**config.mk**
```make
export PLATFORM = sky130hd
export DESIGN_NAME = rtp_h264_depacketizer
export DESIGN_NICKNAME = d
export VERILOG_FILES = /design/src/rhd_pkg.sv /design/src/rhd_front.sv /design/src/rhd_fifo.sv /design/src/rhd_back.sv /design/src/rtp_h264_depacketizer.sv
export SDC_FILE = /design/constraint.sdc
export NUM_CORES = 1
export LEC_CHECK = 0
export ABC_AREA = 0
export BUFFER_PORTS_ARGS = -buffer_cell sky130_fd_sc_hd__buf_4
export CAP_MARGIN = 30
export CORE_ASPECT_RATIO = 1.2
export CORE_MARGIN = 3
export CORE_UTILIZATION = 62
export DETAILED_ROUTE_END_ITERATION = 12
export PLACE_DENSITY = 0.9
export SLEW_MARGIN = 20
export SYNTH_ARGS = -nofsm -noshare
export SYNTH_HDL_FRONTEND = slang
export SYNTH_SLANG_ARGS = --single-unit
export TNS_END_PERCENT = 100
```
**constraint.sdc**
```tcl
create_clock -name clk -period 10 [get_ports clk]
set_input_delay 1 -clock clk [delete_from_list [all_inputs] [get_ports clk]]
set_output_delay 1 -clock clk [all_outputs]
set_load 0.01 [all_outputs]
```
**src/rhd_pkg.sv**
```systemverilog
// Package of the RTP H.264 depacketizer: constants, register indexes and the
// queue entry type. Used by every module of the block; depends on nothing.
`timescale 1ns / 1ps

package rhd_pkg;

  // Stream framing
  localparam logic [7:0]  DOLLAR          = 8'h24;
  localparam logic [15:0] RTP_HDR_LEN     = 16'd12;
  localparam logic [15:0] MIN_PKT_LEN     = 16'd13;
  localparam logic [15:0] MIN_FUA_PKT_LEN = 16'd14;
  localparam logic [15:0] IDX_MARKER      = 16'd1;
  localparam logic [15:0] IDX_NAL_HDR     = 16'd12;
  localparam logic [15:0] IDX_FU_HDR      = 16'd13;
  localparam logic [4:0]  NAL_SINGLE_MIN  = 5'd1;
  localparam logic [4:0]  NAL_SINGLE_MAX  = 5'd23;
  localparam logic [4:0]  NAL_FU_A        = 5'd28;

  // Frame buffer capacity clamp
  localparam logic [20:0] CAP_LIMIT = 21'd1048576;

  // Configuration registers
  localparam int          CFG_ADDR_W   = 2;
  localparam int          CFG_DATA_W   = 21;
  localparam logic [1:0]  CFG_FRAME_CAPACITY = 2'd0;
  localparam logic [1:0]  CFG_VIDEO_CHANNEL  = 2'd1;
  localparam logic [1:0]  CFG_MAX_PKT_LEN    = 2'd2;
  localparam logic [20:0] RST_FRAME_CAPACITY = 21'd262144;
  localparam logic [7:0]  RST_VIDEO_CHANNEL  = 8'd0;
  localparam logic [15:0] RST_MAX_PKT_LEN    = 16'd1500;

  // Result sequencing
  localparam logic [2:0] START_CODE_LEN = 3'd5;
  localparam logic [2:0] SC_ONE_POS     = 3'd3;
  localparam logic [2:0] SC_HDR_POS     = 3'd4;

  // Output bus layout
  localparam int FILL_W   = 20;
  localparam int M_DATA_W = 32;

  // Operation queue
  localparam int FIFO_DEPTH = 4;
  localparam int FIFO_PTR_W = $clog2(FIFO_DEPTH);
  localparam int FIFO_CNT_W = $clog2(FIFO_DEPTH + 1);

  // One queued operation: what a single input byte asks the back end to emit.
  typedef struct packed {
    logic              sc;     // start code plus NAL header byte in val
    logic              dat;    // one payload byte in val
    logic              fin;    // frame end with count
    logic [7:0]        val;
    logic [FILL_W-1:0] count;
  } op_t;

endpackage

```
**src/rhd_front.sv**
```systemverilog
// Front end of the RTP H.264 depacketizer: holds the configuration registers,
// parses the interleaved stream and turns each byte that has results into a
// queued operation. Depends on rhd_pkg.
`timescale 1ns / 1ps

module rhd_front
  import rhd_pkg::*;
(
  input  logic                  clk,
  input  logic                  rst,
  input  logic                  cfg_we,
  input  logic [CFG_ADDR_W-1:0] cfg_addr,
  input  logic [CFG_DATA_W-1:0] cfg_wdata,
  input  logic                  take,
  input  logic [7:0]            in_byte,
  output logic                  push,
  output op_t                   push_op
);

  localparam logic [2:0] PH_HUNT   = 3'd0;
  localparam logic [2:0] PH_CHAN   = 3'd1;
  localparam logic [2:0] PH_LEN_HI = 3'd2;
  localparam logic [2:0] PH_LEN_LO = 3'd3;
  localparam logic [2:0] PH_BODY   = 3'd4;
  localparam logic [2:0] PH_SKIP   = 3'd5;

  localparam logic [1:0] PK_NONE   = 2'd0;
  localparam logic [1:0] PK_SINGLE = 2'd1;
  localparam logic [1:0] PK_FUA    = 2'd2;

  logic [20:0]       frame_capacity;
  logic [7:0]        video_channel;
  logic [15:0]       max_packet_len;

  logic [2:0]        phase, phase_next;
  logic [7:0]        channel_id, channel_id_next;
  logic [15:0]       packet_length, packet_length_next;
  logic [15:0]       byte_index, byte_index_next;
  logic              marker_flag, marker_flag_next;
  logic [7:0]        nal_header, nal_header_next;
  logic [1:0]        payload_kind, payload_kind_next;
  logic              will_store, will_store_next;
  logic [FILL_W-1:0] frame_fill, frame_fill_next;

  logic [15:0]       idx_inc;
  logic [15:0]       len_full;
  logic [15:0]       nal_len;
  logic [16:0]       extra;
  logic [20:0]       cap_eff;
  logic              fits_ok;
  logic [FILL_W-1:0] fill_mid;
  logic              pkt_ok;
  op_t               op;

  always_ff @(posedge clk) begin
    if (rst) begin
      frame_capacity <= RST_FRAME_CAPACITY;
      video_channel  <= RST_VIDEO_CHANNEL;
      max_packet_len <= RST_MAX_PKT_LEN;
    end else if (cfg_we) begin
      unique case (cfg_addr)
        CFG_FRAME_CAPACITY: frame_capacity <= cfg_wdata;
        CFG_VIDEO_CHANNEL:  video_channel  <= cfg_wdata[7:0];
        CFG_MAX_PKT_LEN:    max_packet_len <= cfg_wdata[15:0];
        default: ;
      endcase
    end
  end

  assign idx_inc  = byte_index + 16'd1;
  assign len_full = {packet_length[15:8], in_byte};
  assign nal_len  = packet_length - RTP_HDR_LEN;
  assign cap_eff  = (frame_capacity > CAP_LIMIT) ? CAP_LIMIT : frame_capacity;

  // One fit check serves all three cases; the byte position and the FU start bit pick the size.
  always_comb begin
    if (byte_index == IDX_NAL_HDR) begin
      extra = {1'b0, nal_len} + 17'd4;
    end else if (in_byte[7]) begin
      extra = {1'b0, nal_len} + 17'd3;
    end else begin
      extra = {1'b0, nal_len} - 17'd2;
    end
  end

  assign fits_ok = ({1'b0, frame_fill} + {4'b0, extra}) < cap_eff;

  always_comb begin
    phase_next         = phase;
    channel_id_next    = channel_id;
    packet_length_next = packet_length;
    byte_index_next    = byte_index;
    marker_flag_next   = marker_flag;
    nal_header_next    = nal_header;
    payload_kind_next  = payload_kind;
    will_store_next    = will_store;
    frame_fill_next    = frame_fill;
    fill_mid           = frame_fill;
    pkt_ok             = 1'b0;
    op                 = '0;

    unique case (phase)
      PH_HUNT: begin
        if (in_byte == DOLLAR) begin
          phase_next = PH_CHAN;
        end
      end
      PH_CHAN: begin
        channel_id_next = in_byte;
        phase_next      = PH_LEN_HI;
      end
      PH_LEN_HI: begin
        packet_length_next = {in_byte, 8'h00};
        phase_next         = PH_LEN_LO;
      end
      PH_LEN_LO: begin
        packet_length_next = len_full;
        byte_index_next    = '0;
        marker_flag_next   = 1'b0;
        payload_kind_next  = PK_NONE;
        will_store_next    = 1'b0;
        if (len_full == 16'd0) begin
          phase_next = PH_HUNT;
        end else if (len_full > max_packet_len || channel_id != video_channel ||
                     len_full < MIN_PKT_LEN) begin
          phase_next = PH_SKIP;
        end else begin
          phase_next = PH_BODY;
        end
      end
      PH_SKIP: begin
        byte_index_next = idx_inc;
        if (idx_inc >= packet_length) begin
          phase_next = PH_HUNT;
        end
      end
      PH_BODY: begin
        if (byte_index == IDX_MARKER) begin
          marker_flag_next = in_byte[7];
        end
        if (byte_index == IDX_NAL_HDR) begin
          nal_header_next = in_byte;
          if (in_byte[4:0] >= NAL_SINGLE_MIN && in_byte[4:0] <= NAL_SINGLE_MAX) begin
            payload_kind_next = PK_SINGLE;
            will_store_next   = fits_ok;
            op.sc             = fits_ok;
            op.val            = in_byte;
          end else if (in_byte[4:0] == NAL_FU_A) begin
            payload_kind_next = PK_FUA;
            will_store_next   = 1'b0;
          end else begin
            payload_kind_next = PK_NONE;
            will_store_next   = 1'b0;
          end
        end else if (byte_index == IDX_FU_HDR && payload_kind == PK_FUA) begin
          // Rebuild the NAL header from the FU indicator and the FU header
          will_store_next = fits_ok;
          if (in_byte[7]) begin
            op.sc  = fits_ok;
            op.val = {nal_header[7:5], in_byte[4:0]};
          end
        end else if (will_store &&
                     ((payload_kind == PK_SINGLE && byte_index >= IDX_FU_HDR) ||
                      (payload_kind == PK_FUA && byte_index > IDX_FU_HDR))) begin
          op.dat = 1'b1;
          op.val = in_byte;
        end

        if (op.sc) begin
          fill_mid = frame_fill + FILL_W'(START_CODE_LEN);
        end else if (op.dat) begin
          fill_mid = frame_fill + FILL_W'(1);
        end
        frame_fill_next = fill_mid;
        byte_index_next = idx_inc;

        if (idx_inc >= packet_length) begin
          pkt_ok = !(payload_kind_next == PK_FUA && packet_length < MIN_FUA_PKT_LEN);
          if (marker_flag_next && pkt_ok) begin
            op.fin          = (fill_mid != '0);
            op.count        = fill_mid;
            frame_fill_next = '0;
          end
          phase_next = PH_HUNT;
        end
      end
      default: begin
        phase_next = PH_HUNT;
      end
    endcase
  end

  always_ff @(posedge clk) begin
    if (rst) begin
      phase         <= PH_HUNT;
      channel_id    <= '0;
      packet_length <= '0;
      byte_index    <= '0;
      marker_flag   <= 1'b0;
      nal_header    <= '0;
      payload_kind  <= PK_NONE;
      will_store    <= 1'b0;
      frame_fill    <= '0;
    end else if (take) begin
      phase         <= phase_next;
      channel_id    <= channel_id_next;
      packet_length <= packet_length_next;
      byte_index    <= byte_index_next;
      marker_flag   <= marker_flag_next;
      nal_header    <= nal_header_next;
      payload_kind  <= payload_kind_next;
      will_store    <= will_store_next;
      frame_fill    <= frame_fill_next;
    end
  end

  assign push    = take && (op.sc || op.dat || op.fin);
  assign push_op = op;

endmodule

```
**src/rhd_fifo.sv**
```systemverilog
// Short operation queue between the parser and the result sequencer.
// Depends on rhd_pkg for op_t and the depth.
`timescale 1ns / 1ps

module rhd_fifo
  import rhd_pkg::*;
(
  input  logic clk,
  input  logic rst,
  input  logic push,
  input  op_t  push_op,
  input  logic pop,
  output op_t  head_op,
  output logic head_valid,
  output logic full
);

  op_t                   entries [FIFO_DEPTH];
  logic [FIFO_PTR_W-1:0] wr_ptr;
  logic [FIFO_PTR_W-1:0] rd_ptr;
  logic [FIFO_CNT_W-1:0] count;

  always_ff @(posedge clk) begin
    if (push) begin
      entries[wr_ptr] <= push_op;
    end
  end

  always_ff @(posedge clk) begin
    if (rst) begin
      wr_ptr <= '0;
      rd_ptr <= '0;
      count  <= '0;
    end else begin
      if (push) begin
        wr_ptr <= wr_ptr + FIFO_PTR_W'(1);
      end
      if (pop) begin
        rd_ptr <= rd_ptr + FIFO_PTR_W'(1);
      end
      priority if (push && !pop) begin
        count <= count + FIFO_CNT_W'(1);
      end else if (pop && !push) begin
        count <= count - FIFO_CNT_W'(1);
      end
    end
  end

  assign head_op    = entries[rd_ptr];
  assign head_valid = (count != '0);
  assign full       = (count == FIFO_CNT_W'(FIFO_DEPTH));

endmodule

```
**src/rhd_back.sv**
```systemverilog
// Back end of the RTP H.264 depacketizer: expands each queued operation into
// its result items, one per cycle while the receiver is ready, through a
// registered output stage. Depends on rhd_pkg.
`timescale 1ns / 1ps

module rhd_back
  import rhd_pkg::*;
(
  input  logic                clk,
  input  logic                rst,
  input  logic                head_valid,
  input  op_t                 head_op,
  output logic                pop,
  output logic                m_tvalid,
  input  logic                m_tready,
  output logic [M_DATA_W-1:0] m_tdata,
  output logic                m_tuser,
  output logic                m_tlast
);

  logic [2:0]        pos;
  logic [2:0]        data_cnt;
  logic [2:0]        total;
  logic              is_data;
  logic              res_last;
  logic [7:0]        res_byte;
  logic [FILL_W-1:0] res_count;
  logic              load;

  assign data_cnt = head_op.sc ? START_CODE_LEN : {2'b00, head_op.dat};
  assign total    = data_cnt + {2'b00, head_op.fin};
  assign is_data  = (pos < data_cnt);
  assign res_last = (pos == total - 3'd1);

  always_comb begin
    res_byte  = '0;
    res_count = '0;
    if (is_data) begin
      if (head_op.sc) begin
        if (pos == SC_ONE_POS) begin
          res_byte = 8'h01;
        end else if (pos == SC_HDR_POS) begin
          res_byte = head_op.val;
        end
      end else begin
        res_byte = head_op.val;
      end
    end else begin
      res_count = head_op.count;
    end
  end

  assign load = head_valid && (!m_tvalid || m_tready);
  assign pop  = load && res_last;

  always_ff @(posedge clk) begin
    if (rst) begin
      m_tvalid <= 1'b0;
      pos      <= '0;
    end else begin
      if (!m_tvalid || m_tready) begin
        m_tvalid <= head_valid;
      end
      if (load) begin
        pos <= res_last ? 3'd0 : pos + 3'd1;
      end
    end
  end

  always_ff @(posedge clk) begin
    if (load) begin
      m_tdata <= {(M_DATA_W - FILL_W - 8)'(0), res_count, res_byte};
      m_tuser <= !is_data;
      m_tlast <= res_last;
    end
  end

endmodule

```
**src/rtp_h264_depacketizer.sv**
```systemverilog
// RTP H.264 depacketizer for an RTSP TCP-interleaved byte stream. The block
// takes one stream byte per transaction on the slave side, hunts for the '$'
// mark, reads the channel byte and the big-endian 16-bit length, and treats
// packets on the configured video channel as RTP with a fixed 12-byte header.
// Packets on other channels, longer than max_packet_len or shorter than 13
// bytes are consumed silently. Single NAL units (types 1 to 23) leave in
// Annex-B form behind a 00 00 00 01 start code; FU-A fragments are rebuilt
// into one NAL unit, the start fragment giving the start code and the
// reconstructed NAL header. A packet is kept only if the frame fill plus its
// Annex-B size stays strictly below frame_capacity (clamped to 1 MiB). On a
// packet carrying the RTP marker bit, a frame-end result (tuser high) reports
// the stored byte count if it is not zero, and the fill restarts at zero.
// Each result is one master-side transaction; tlast marks the final result
// of one input byte. Rate: one input byte is accepted per cycle while the
// four-entry operation queue has room, and one result leaves per cycle while
// the receiver is ready; a byte that opens a NAL unit yields up to six
// results, the queue absorbing such bursts. Configuration writes take effect
// at the next edge and are meant for idle periods only. There is no clearing
// pass after reset.
`timescale 1ns / 1ps

module rtp_h264_depacketizer
  import rhd_pkg::*;
(
  input  logic                  clk,
  input  logic                  rst,
  // Configuration write port
  input  logic                  cfg_we,
  input  logic [CFG_ADDR_W-1:0] cfg_addr,
  input  logic [CFG_DATA_W-1:0] cfg_wdata,
  // Stream input
  input  logic                  s_tvalid,
  output logic                  s_tready,
  input  logic [7:0]            s_tdata,   // [7:0] in_byte
  // Result output
  output logic                  m_tvalid,
  input  logic                  m_tready,
  output logic [M_DATA_W-1:0]   m_tdata,   // [7:0] data_byte, [27:8] frame_bytes, [31:28] 0
  output logic                  m_tuser,   // [0] kind: 0 data byte, 1 frame end
  output logic                  m_tlast
);

  logic take;
  logic push;
  op_t  push_op;
  logic pop;
  op_t  head_op;
  logic head_valid;
  logic full;

  // Accept a byte whenever the queue can take whatever it may produce
  assign s_tready = !full;
  assign take     = s_tvalid && s_tready;

  // Parse and classify each byte; keep the frame fill here so the fit
  // decision never waits on the output side
  rhd_front u_front (
    .clk       (clk),
    .rst       (rst),
    .cfg_we    (cfg_we),
    .cfg_addr  (cfg_addr),
    .cfg_wdata (cfg_wdata),
    .take      (take),
    .in_byte   (s_tdata),
    .push      (push),
    .push_op   (push_op)
  );

  // Decouple parser and sequencer
  rhd_fifo u_fifo (
    .clk        (clk),
    .rst        (rst),
    .push       (push),
    .push_op    (push_op),
    .pop        (pop),
    .head_op    (head_op),
    .head_valid (head_valid),
    .full       (full)
  );

  // Expand each operation into start code, payload and frame-end results
  rhd_back u_back (
    .clk        (clk),
    .rst        (rst),
    .head_valid (head_valid),
    .head_op    (head_op),
    .pop        (pop),
    .m_tvalid   (m_tvalid),
    .m_tready   (m_tready),
    .m_tdata    (m_tdata),
    .m_tuser    (m_tuser),
    .m_tlast    (m_tlast)
  );

endmodule

```
==> flow_summary.toml, run 1 <==
[cells_and_area]
drive_gt1_share_pct = 11.7
fin_cells = 1959
syn_to_final_growth_pct = 11.0
fin_nets = 1749
filler_cell_count = 1682
diodes = 0

[synthesis]
synthXorXnorAreaFrac_pct = 5.11
synth_edf_count = 154
synth-simple-area-share_pct = 18.5
synth.avg_cell_area_um2 = 9.89
synth.top_cells.by_count = "nor2_1, nand2_1, edfxtp_1"
syn-cell-area_um2 = 15600
synthCells = 1577
ys.flop_type = "edfxtp_1"
synth_fa_ha_area_share_pct = 7.80
synth_top_area_share_pct = 29.6
synth_top_area_cell = "edfxtp_1"
synth.most_common_cell = "nor2_1"
synth_compound_area_share_pct = 12.7
synthMuxAreaShare_pct = 6.24
async_reset_ff_share_pct = 0
ys_warn_count = 0
synth_seq_area_share_pct = 46.1
ys_types = 84
synth_top_family_by_area = "simple AND/OR/NAND/NOR gates"
synthTopCellsByArea = "edfxtp_1, dfxtp_1, ha_1"
ys_ff_latch = 282

[clock_network]
hold_buffers = 0
clock_latency_ps = 550
cts_buffers = 28
cts_root_buf = "clkbuf_16"
cts_resized = 0
clkTransAtPathRegs_ps = 70
htreeDepth = 1
post_cts_buffers = 0
cts_tree = "done"
clkSinkCount = 282
clk_path_buf_depth = 3

[sta]
fin_crit_sh_pct = 90.3
relSlewSlack_pct = 36.2
worst_slew_pin_slew_ps = 954
max_freq_mhz = 111
fin_crit_ps = 9030
fin_skew_ps = 19.6
slew_viol_final = 0
setup_ws_ps = 972
finalSetupViolCount = 0
finalSetupTns_ps = 0
final_hold_viol_count = 0
rsz0062_at_grt = "no"

[power_and_ir_drop]
power_density_nw_per_um2 = 142
p_leak_nw = 6.09
vdd_drop_max_mv = 0.145
power_mw = 2.46

[critical_path]
required_ps = 10460
endpoint_kind = "register"
slowest_delay_ps = 720
cp.arrival_ps = 9490
crit_fanout = 18
cp-start-kind = "register"
setup.worst_path.class = "reg -> reg"
slowest_stage = "or4_1"

[worst_hold_path]
hold_class = "reg -> reg"

[floorplan]
coreArea_um2 = 24400
die-area_um2 = 27100
dieWidth_um = 151
top_level_ports = 72
die_y_um = 180
initial_core_util_pct = 64.0
rows = 62

[global_routing]
grt_pass1_vias = 12252
grt_max_degree = 66
grt_pass1_wl_mm = 64.3
antenna_found_initial = 0
overflow = 0
track_usage_pct = 29.2

[route]
drt_pass1_iterations = 6
ant_nets = 0
wire_per_inst_um = 20.5
vias = 12612
viasPerCell = 6.44
drcViolationCount = 0
routed_wl_mm = 40.1
drtIter0Drc = 1397

[placed_design]
hpwl_mm = 27.3
io_buffers = 67
gp_congestion = 0.944
dp.cells = 1907
pre_cts_ws_ps = 1210

[run_status]
status = "completed"

[run]
maxCapViolations = 0
==> worst paths after layout <==
path                             startpoint                   endpoint  slack, ps  cells past startpoint
setup / recovery     u_front.byte_index[11]            u_fifo.count[2]        970                     34
hold reg to reg   u_front.max_packet_len[5]  u_front.max_packet_len[5]        460                      2
setup reg to reg     u_front.byte_index[11]            u_fifo.count[2]        970                     34
hold / removal    u_front.max_packet_len[5]  u_front.max_packet_len[5]        460                      2
==> sequential cells by signal (all words and copies together) (netlist names), 3 cells and up, named ones only <==
register / count
u_fifo.count: 3
u_back.pos: 3
u_front.phase: 3
u_front.nal_header: 3
u_front.packet_length: 16
u_fifo.entries: 124
u_front.frame_capacity: 21
u_front.byte_index: 16
u_front.max_packet_len: 16
u_front.video_channel: 8
u_back.m_tdata: 28
u_front.frame_fill: 20
u_front.channel_id: 8
==> layer usage <==
metal	vias to the layer above	wire [um]	track usage, %
met5	-	0	0
met4	0	1720	10.8
met3	155	3500	3.88
met2	742	19900	50.4
met1	5938	15000	37.4
li1	5777	-	-
==> critical path: cells and delay by family, from the launching register on <==
family          cells  cell delay (ps)
fa+ha+maj           5             1490
simple gates       13             3850
buf+inv             2              130
xor+xnor            3              500
compound gates     11             2610
flops               1              380
==> final cells by class <==
cell class	count	area, um^2	share of cell area, %
inverter	66	248	1.43
clock buffer	33	761	4.39
sequential	282	7190	41.5
multi-input combinational	1157	7910	45.7
clock inverter	19	186	1.08
tap	320	400	2.31
timing repair buffer	82	619	3.58
==> report_power, final <==
group	leakage (nW)	internal, mW	switching (mW)
registers	2.16	1.22	0.00775
logic	3.49	0.0575	0.0944
clock network	0.441	0.622	0.457
total	6.09	1.90	0.560
==> cells in the final DEF, fill, tap and decap left out, types with 7 or more instances in the layout <==
master and count:
a22oi_1 15, and2_1 18, o21a_1 9, and3_1 25
a21o_1 16, ha_1 94, xnor2_1 57, buf_4 81
o21ai_0 69, nor4_1 14, edfxtp_1 154, dfxtp_1 127
inv_1 64, nand3b_1 16, nand4_1 19, mux2i_1 26
a31oi_1 11, nor3_1 27, clkbuf_16 29, nand3_1 42
xor2_1 34, mux4_2 31, nand2_1 168, o211ai_1 14
nor2_1 174, a211oi_1 8, nor3b_1 7, or3_1 17
a21oi_1 124, nor2b_1 26
==> stage by stage <==
step	util, %	hold WS (ps)	area, um^2
floorplan	-	436	15600
global placement	67.1	445	16300
detailed placement	67.2	449	16400
CTS	71.1	458	17300
global route	71.1	480	17300
finish	71.1	458	17300
==> kinds of logic (layout without fill, tap and decap cells) <==
kind of cell             Yosys count  after routing
multiplexers                      58             58
other                              1              4
buffers and inverters            141            200
AND/OR/NAND/NOR                  590            590
XOR/XNOR                          91             91
flip-flops                       282            282
adder cells (fa/ha/maj)           96             96
AO/OA/AOI/OAI                    318            318
Note: power is estimated with default switching activity, not from simulation.
==> inputs of run 2 (changes only) <==
--- a/config.mk
+++ b/config.mk
@@ -12,6 +12,7 @@
 export CORE_MARGIN = 3
 export CORE_UTILIZATION = 62
 export DETAILED_ROUTE_END_ITERATION = 12
+export MAX_ROUTING_LAYER = met4
 export PLACE_DENSITY = 0.9
 export SLEW_MARGIN = 20
 export SYNTH_ARGS = -nofsm -noshare
==> flow_summary.toml, run 2 (synthesis gave the netlist of run 1 again) <==
[critical_path]
crit_start = "u_front.byte_index[8]"
slowest_delay_ps = 650
cp.arrival_ps = 9410
crit_fanout = 18
reg2reg_from = "u_front.byte_index[8]"
r2r-end = "u_fifo.count[2]"
endpoint = "u_fifo.count[2]"
cp-start-kind = "register"
endpoint_kind = "register"
slowest_stage = "a2111oi_0"
required_ps = 10460
reg2regPathDepth = 34
setup.worst_path.class = "reg -> reg"
r2r_slack_ps = 1050

[placed_design]
io_buffers = 67
place_area_um2 = 16400
gp_congestion = 0.966
dp.cells = 1907
hpwl_mm = 27.4

[cells_and_area]
drive_gt1_share_pct = 11.4
final_area_um2 = 17300
fin_nets = 1749
syn_to_final_growth_pct = 10.9
regMostFlops = "u_fifo.entries"
layout_common_cells = "nor2_1, nand2_1, edfxtp_1"
filler_cell_count = 1677
diodes = 0
largest_register_ffs = 124
layout_commonest_cell = "nor2_1"
fin_cells = 1958
top_regs = "u_fifo.entries x124, u_back.m_tdata x28, u_front.frame_capacity x21"

[sta]
finalSetupTns_ps = 0
slew_viol_final = 0
fin_skew_ps = 13.9
rsz0062_at_grt = "no"
fin_crit_ps = 8950
fin_crit_sh_pct = 89.5
max_freq_mhz = 112
final_hold_viol_count = 0
worst_slew_pin_slew_ps = 931
relSlewSlack_pct = 37.7
finalSetupViolCount = 0

[floorplan]
die_y_um = 180
top_level_ports = 72
initial_core_util_pct = 64.0
coreArea_um2 = 24400
rows = 62
die-area_um2 = 27100
dieWidth_um = 151

[clock_network]
hold_buffers = 0
cts_tree = "done"
clk_path_buf_depth = 3
post_cts_buffers = 0
clkSinkCount = 282
clkTransAtPathRegs_ps = 60
cts_buffers = 28
cts_resized = 0
cts_root_buf = "clkbuf_16"
htreeDepth = 1
clock_latency_ps = 550

[route]
drtIter0Drc = 1149
drcViolationCount = 0
drt_pass1_iterations = 5
wl_met2_mm = 20.3
ant_nets = 0
route.met3.wl_mm = 2.85
wire_per_inst_um = 20.6
routed_wl_mm = 40.3
vias = 12534
viasPerCell = 6.40
wl_met1_mm = 15.3
top_layer_used = "met4"

[global_routing]
grt_max_degree = 71
track_usage_pct = 30.3
overflow = 0
grt_pass1_vias = 12254
grt_pass1_wl_mm = 64.3
antenna_found_initial = 0

[power_and_ir_drop]
p_leak_nw = 6.11
p_seq_share_pct = 50.1
p_int_mw = 1.90
p_clk_share_pct = 43.7
p_comb_share_pct = 6.1
p_switching_mw = 0.543
swShare_pct = 22.2
vdd_drop_max_mv = 0.132
power_density_nw_per_um2 = 141

[worst_hold_path]
hold_class = "reg -> reg"
min_from = "u_front.max_packet_len[12]"

[run]
maxCapViolations = 0

[run_status]
status = "completed"
-- run 2: changes by cell type in the layout (fill, tap and decap cells not counted) --
cell        change
buf_4           -1
buf_6           +1
clkbuf_1        +5
clkinv_1        -1
clkinv_4        +1
clkinvlp_2      -3
clkinvlp_4      -5
inv_6           +2
-- run 2: worst min-delay path by stage --
stage	end	slack, ps	cells past startpoint
floorplan	u_front.max_packet_len[11]	440	2
global placement	u_front.max_packet_len[1]	440	2
detailed placement	u_front.max_packet_len[12]	450	2
CTS	u_front.max_packet_len[12]	460	2
global route	u_front.frame_capacity[10]	480	2
finish	u_front.max_packet_len[12]	460	2
-- run 2: power groups by stage --
stage	combinational, mW	clock [mW]	sequential (mW)
6_report	0.150	1.07	1.22
3_3_place_gp	0.143	0	1.25
5_1_grt	0.165	1.11	1.23
3_5_place_dp	0.146	0	1.25
4_1_cts	0.148	1.07	1.22
2_1_floorplan	0.103	0	1.25
-- run 2: area by class of cell --
type | instances | area, um^2 | share of cell area [%]
multi-input cells | 1157 | 7910 | 45.7
flip-flops and latches | 282 | 7190 | 41.5
clock buffers | 38 | 779 | 4.51
repair buffers | 82 | 623 | 3.60
well taps | 320 | 400 | 2.31
inverters | 66 | 248 | 1.43
clock inverters | 13 | 156 | 0.904
-- run 2: metrics by stage --
stage	setup WS [ps]	power (mW)	hold slack [ps]	util (%)
2_1_floorplan	2230	1.35	436	-
3_3_place_gp	1480	1.39	445	67.1
5_1_grt	275	2.50	482	71.0
6_report	1050	2.44	458	71.0
4_1_cts	1160	2.45	459	71.0
3_5_place_dp	1210	1.40	450	67.2
-- run 2: layer usage --
metal / up-vias / global-route usage [%]
met5: - / -
met3: 142 / 3.45
met2: 653 / 51.3
met4: 0 / 12.4
li1: 5779 / -
met1: 5960 / 36.7
-- run 2: worst max-delay path: cells and delay by family (launching register included) --
kind / cells / cell delay (ps)
AOI/OAI and AO/OA: 11 / 2690
xor gates and xnor gates: 3 / 500
adders and majority gates: 5 / 1470
buffers and inverters: 2 / 120
DFF: 1 / 360
and+or+nand+nor: 13 / 3700
==> inputs of run 3 (changes only) <==
--- a/config.mk
+++ b/config.mk
@@ -5,7 +5,7 @@
 export SDC_FILE = /design/constraint.sdc
 export NUM_CORES = 1
 export LEC_CHECK = 0
-export ABC_AREA = 0
+export ABC_AREA = 1
 export BUFFER_PORTS_ARGS = -buffer_cell sky130_fd_sc_hd__buf_4
 export CAP_MARGIN = 30
 export CORE_ASPECT_RATIO = 1.2
==> flow_summary.toml, run 3 <==
[sta]
rsz0062_at_grt = "no"
final_hold_viol_count = 0
finalSetupViolCount = 0
max_freq_mhz = 118
finalSetupTns_ps = 0
slew_viol_final = 0
worst_slew_pin_slew_ps = 848
relSlewSlack_pct = 43.4
fin_skew_ps = 22.2
fin_crit_sh_pct = 84.8
fin_crit_ps = 8480

[synthesis]
synth_top_area_share_pct = 29.4
synth_seq_area_share_pct = 45.7
synth_compound_area_share_pct = 13.5
synth.avg_cell_area_um2 = 8.24
synthCells = 1907
async_reset_ff_share_pct = 0
synth.most_common_cell = "nand2_1"
synth_edf_count = 154
synth.top_cells.by_count = "nand2_1, nor2_1, inv_1"
ys.flop_type = "edfxtp_1"
ys_ff_latch = 282
synthXorXnorAreaFrac_pct = 4.74
synth-simple-area-share_pct = 21.7
synth_top_family_by_area = "simple AND/OR/NAND/NOR gates"
synthMuxAreaShare_pct = 0.0637
synth_fa_ha_area_share_pct = 7.74
synthTopCellsByArea = "edfxtp_1, dfxtp_1, nand2_1"
ys_types = 57
ys_warn_count = 0
synth_top_area_cell = "edfxtp_1"
syn-cell-area_um2 = 15700

[clock_network]
htreeDepth = 1
hold_buffers = 0
clk_path_buf_depth = 3
clock_latency_ps = 560
cts_tree = "done"
clkTransAtPathRegs_ps = 60
cts_root_buf = "clkbuf_16"
clkSinkCount = 282
cts_resized = 0
cts_buffers = 27
post_cts_buffers = 0

[placed_design]
gp_congestion = 0.978
hpwl_mm = 30.5
io_buffers = 67

[worst_hold_path]
min_path_cells = 2
hold_class = "reg -> reg"
hold-path-endpoint = "u_front.max_packet_len[13]"
min_from = "u_front.max_packet_len[13]"

[global_routing]
grt_pass1_vias = 13532
overflow = 0
antenna_found_initial = 0
grt_max_degree = 74
grt_pass1_wl_mm = 66.4
track_usage_pct = 31.2

[floorplan]
die-area_um2 = 27300
initial_core_util_pct = 63.3
rows = 63
die_y_um = 180
dieWidth_um = 151
top_level_ports = 72
coreArea_um2 = 24800

[critical_path]
r2r-end = "u_fifo.count[2]"
slowest_delay_ps = 450
reg2regPathDepth = 49
crit_top_cell = "nor2_1"
crit_fanout = 17
slowest_stage = "dfxtp_1"
r2r_slack_ps = 1520
required_ps = 10440
setup.worst_path.class = "reg -> reg"
cp-start-kind = "register"
reg2reg_from = "u_front.byte_index[0]"
endpoint_kind = "register"
cp.arrival_ps = 8920

[route]
viasPerCell = 5.89
vias = 13542
drt_pass1_iterations = 5
drtIter0Drc = 1067
drcViolationCount = 0
routed_wl_mm = 41.8
ant_nets = 0
wire_per_inst_um = 18.2

[cells_and_area]
diodes = 0
layout_common_cells = "nand2_1, nor2_1, inv_1"
fin_nets = 2086
regMostFlops = "u_fifo.entries"
top_regs = "u_fifo.entries x124, u_back.m_tdata x28, u_front.frame_capacity x21"
largest_register_ffs = 124
post-route-util_pct = 70.0
filler_cell_count = 1843
syn_to_final_growth_pct = 10.6
drive_gt1_share_pct = 8.91
layout_commonest_cell = "nand2_1"

[power_and_ir_drop]
vdd_drop_max_mv = 0.144
power_density_nw_per_um2 = 169
p_leak_nw = 7.13

[run_status]
status = "completed"

[run]
maxCapViolations = 0
## run 3: cell types whose count changed after synthesis, sizes merged, moves of 24 or more
| cell | before | now |
|---|---|---|
| xor2 | 34 | 76 |
| mux4 | 31 | 0 |
| o21ai | 73 | 148 |
| inv | 64 | 192 |
| nand2 | 169 | 338 |
| and3 | 25 | 1 |
| a21oi | 127 | 176 |
| mux2i | 26 | 1 |
| nor2b | 26 | 0 |
| nand3 | 42 | 81 |
| xnor2 | 57 | 9 |
| nor2 | 174 | 286 |
## run 3: layout make-up
class | instances | area (um^2) | area share, %
clock inverters | 13 | 93.8 | 0.540
well taps | 325 | 407 | 2.34
clock buffers | 37 | 767 | 4.41
multi-input cells | 1363 | 7540 | 43.4
repair buffers | 85 | 658 | 3.79
inverters | 195 | 733 | 4.22
flip-flops and latches | 282 | 7190 | 41.3
## run 3: worst max-delay path, delay by kind of cell (launching register included)
kind,cells,cell delay (ps)
compound gates,10,2000
simple gates,26,3670
buf+inv,7,900
fa+ha+maj,5,1230
flops,1,450
xor+xnor,1,100
## run 3: report_power, final
part / switching (mW) / total (mW) / internal (mW)
Clock: 0.443 / 0.987 / 0.544
Combinational: 0.440 / 0.681 / 0.241
Sequential: 0.0354 / 1.28 / 1.24
## run 3: worst max-delay path by stage
stage / start / to / depth (start not counted)
2_1_floorplan: s_tdata[7] / u_fifo.entries[0][0] / 37
3_3_place_gp: s_tdata[7] / u_fifo.entries[3][2] / 37
3_5_place_dp: s_tdata[7] / u_fifo.count[1] / 44
4_1_cts: u_front.byte_index[0] / u_fifo.count[2] / 48
5_1_grt: u_front.byte_index[0] / u_fifo.count[1] / 48
6_report: u_front.byte_index[0] / u_fifo.count[2] / 49
## run 3: routing by layer
metal / global-route usage, % / vias up / wire [um]
met4: 15.7 / 0 / 2360
met1: 35.2 / 6270 / 15500
met5: - / - / 0
met2: 54.1 / 609 / 21200
met3: 3.50 / 152 / 2750
li1: - / 6511 / -
## run 3: kinds of logic (layout without fill, tap and decap cells)
family,Yosys count,count (layout)
flip-flops,282,282
AO/OA/AOI/OAI,386,386
buffers and inverters,265,330
other,1,4
multiplexers,1,1
adder cells (fa/ha/maj),96,96
XOR/XNOR,85,85
AND/OR/NAND/NOR,791,791
## run 3: stage by stage
step                      setup slack (ps)  power [mW]  area, um^2  instances  hold WS (ps)
after floorplan                       1400        1.78       15700       1910           433
after global placement                1890        1.95       16500       2248           447
after detailed placement              1530        1.96       16500       2249           455
after CTS                             1550        2.94       17400       2299           463
after global routing                   805        3.08       17400       2300           494
final                                 1520        2.94       17400       2300           463
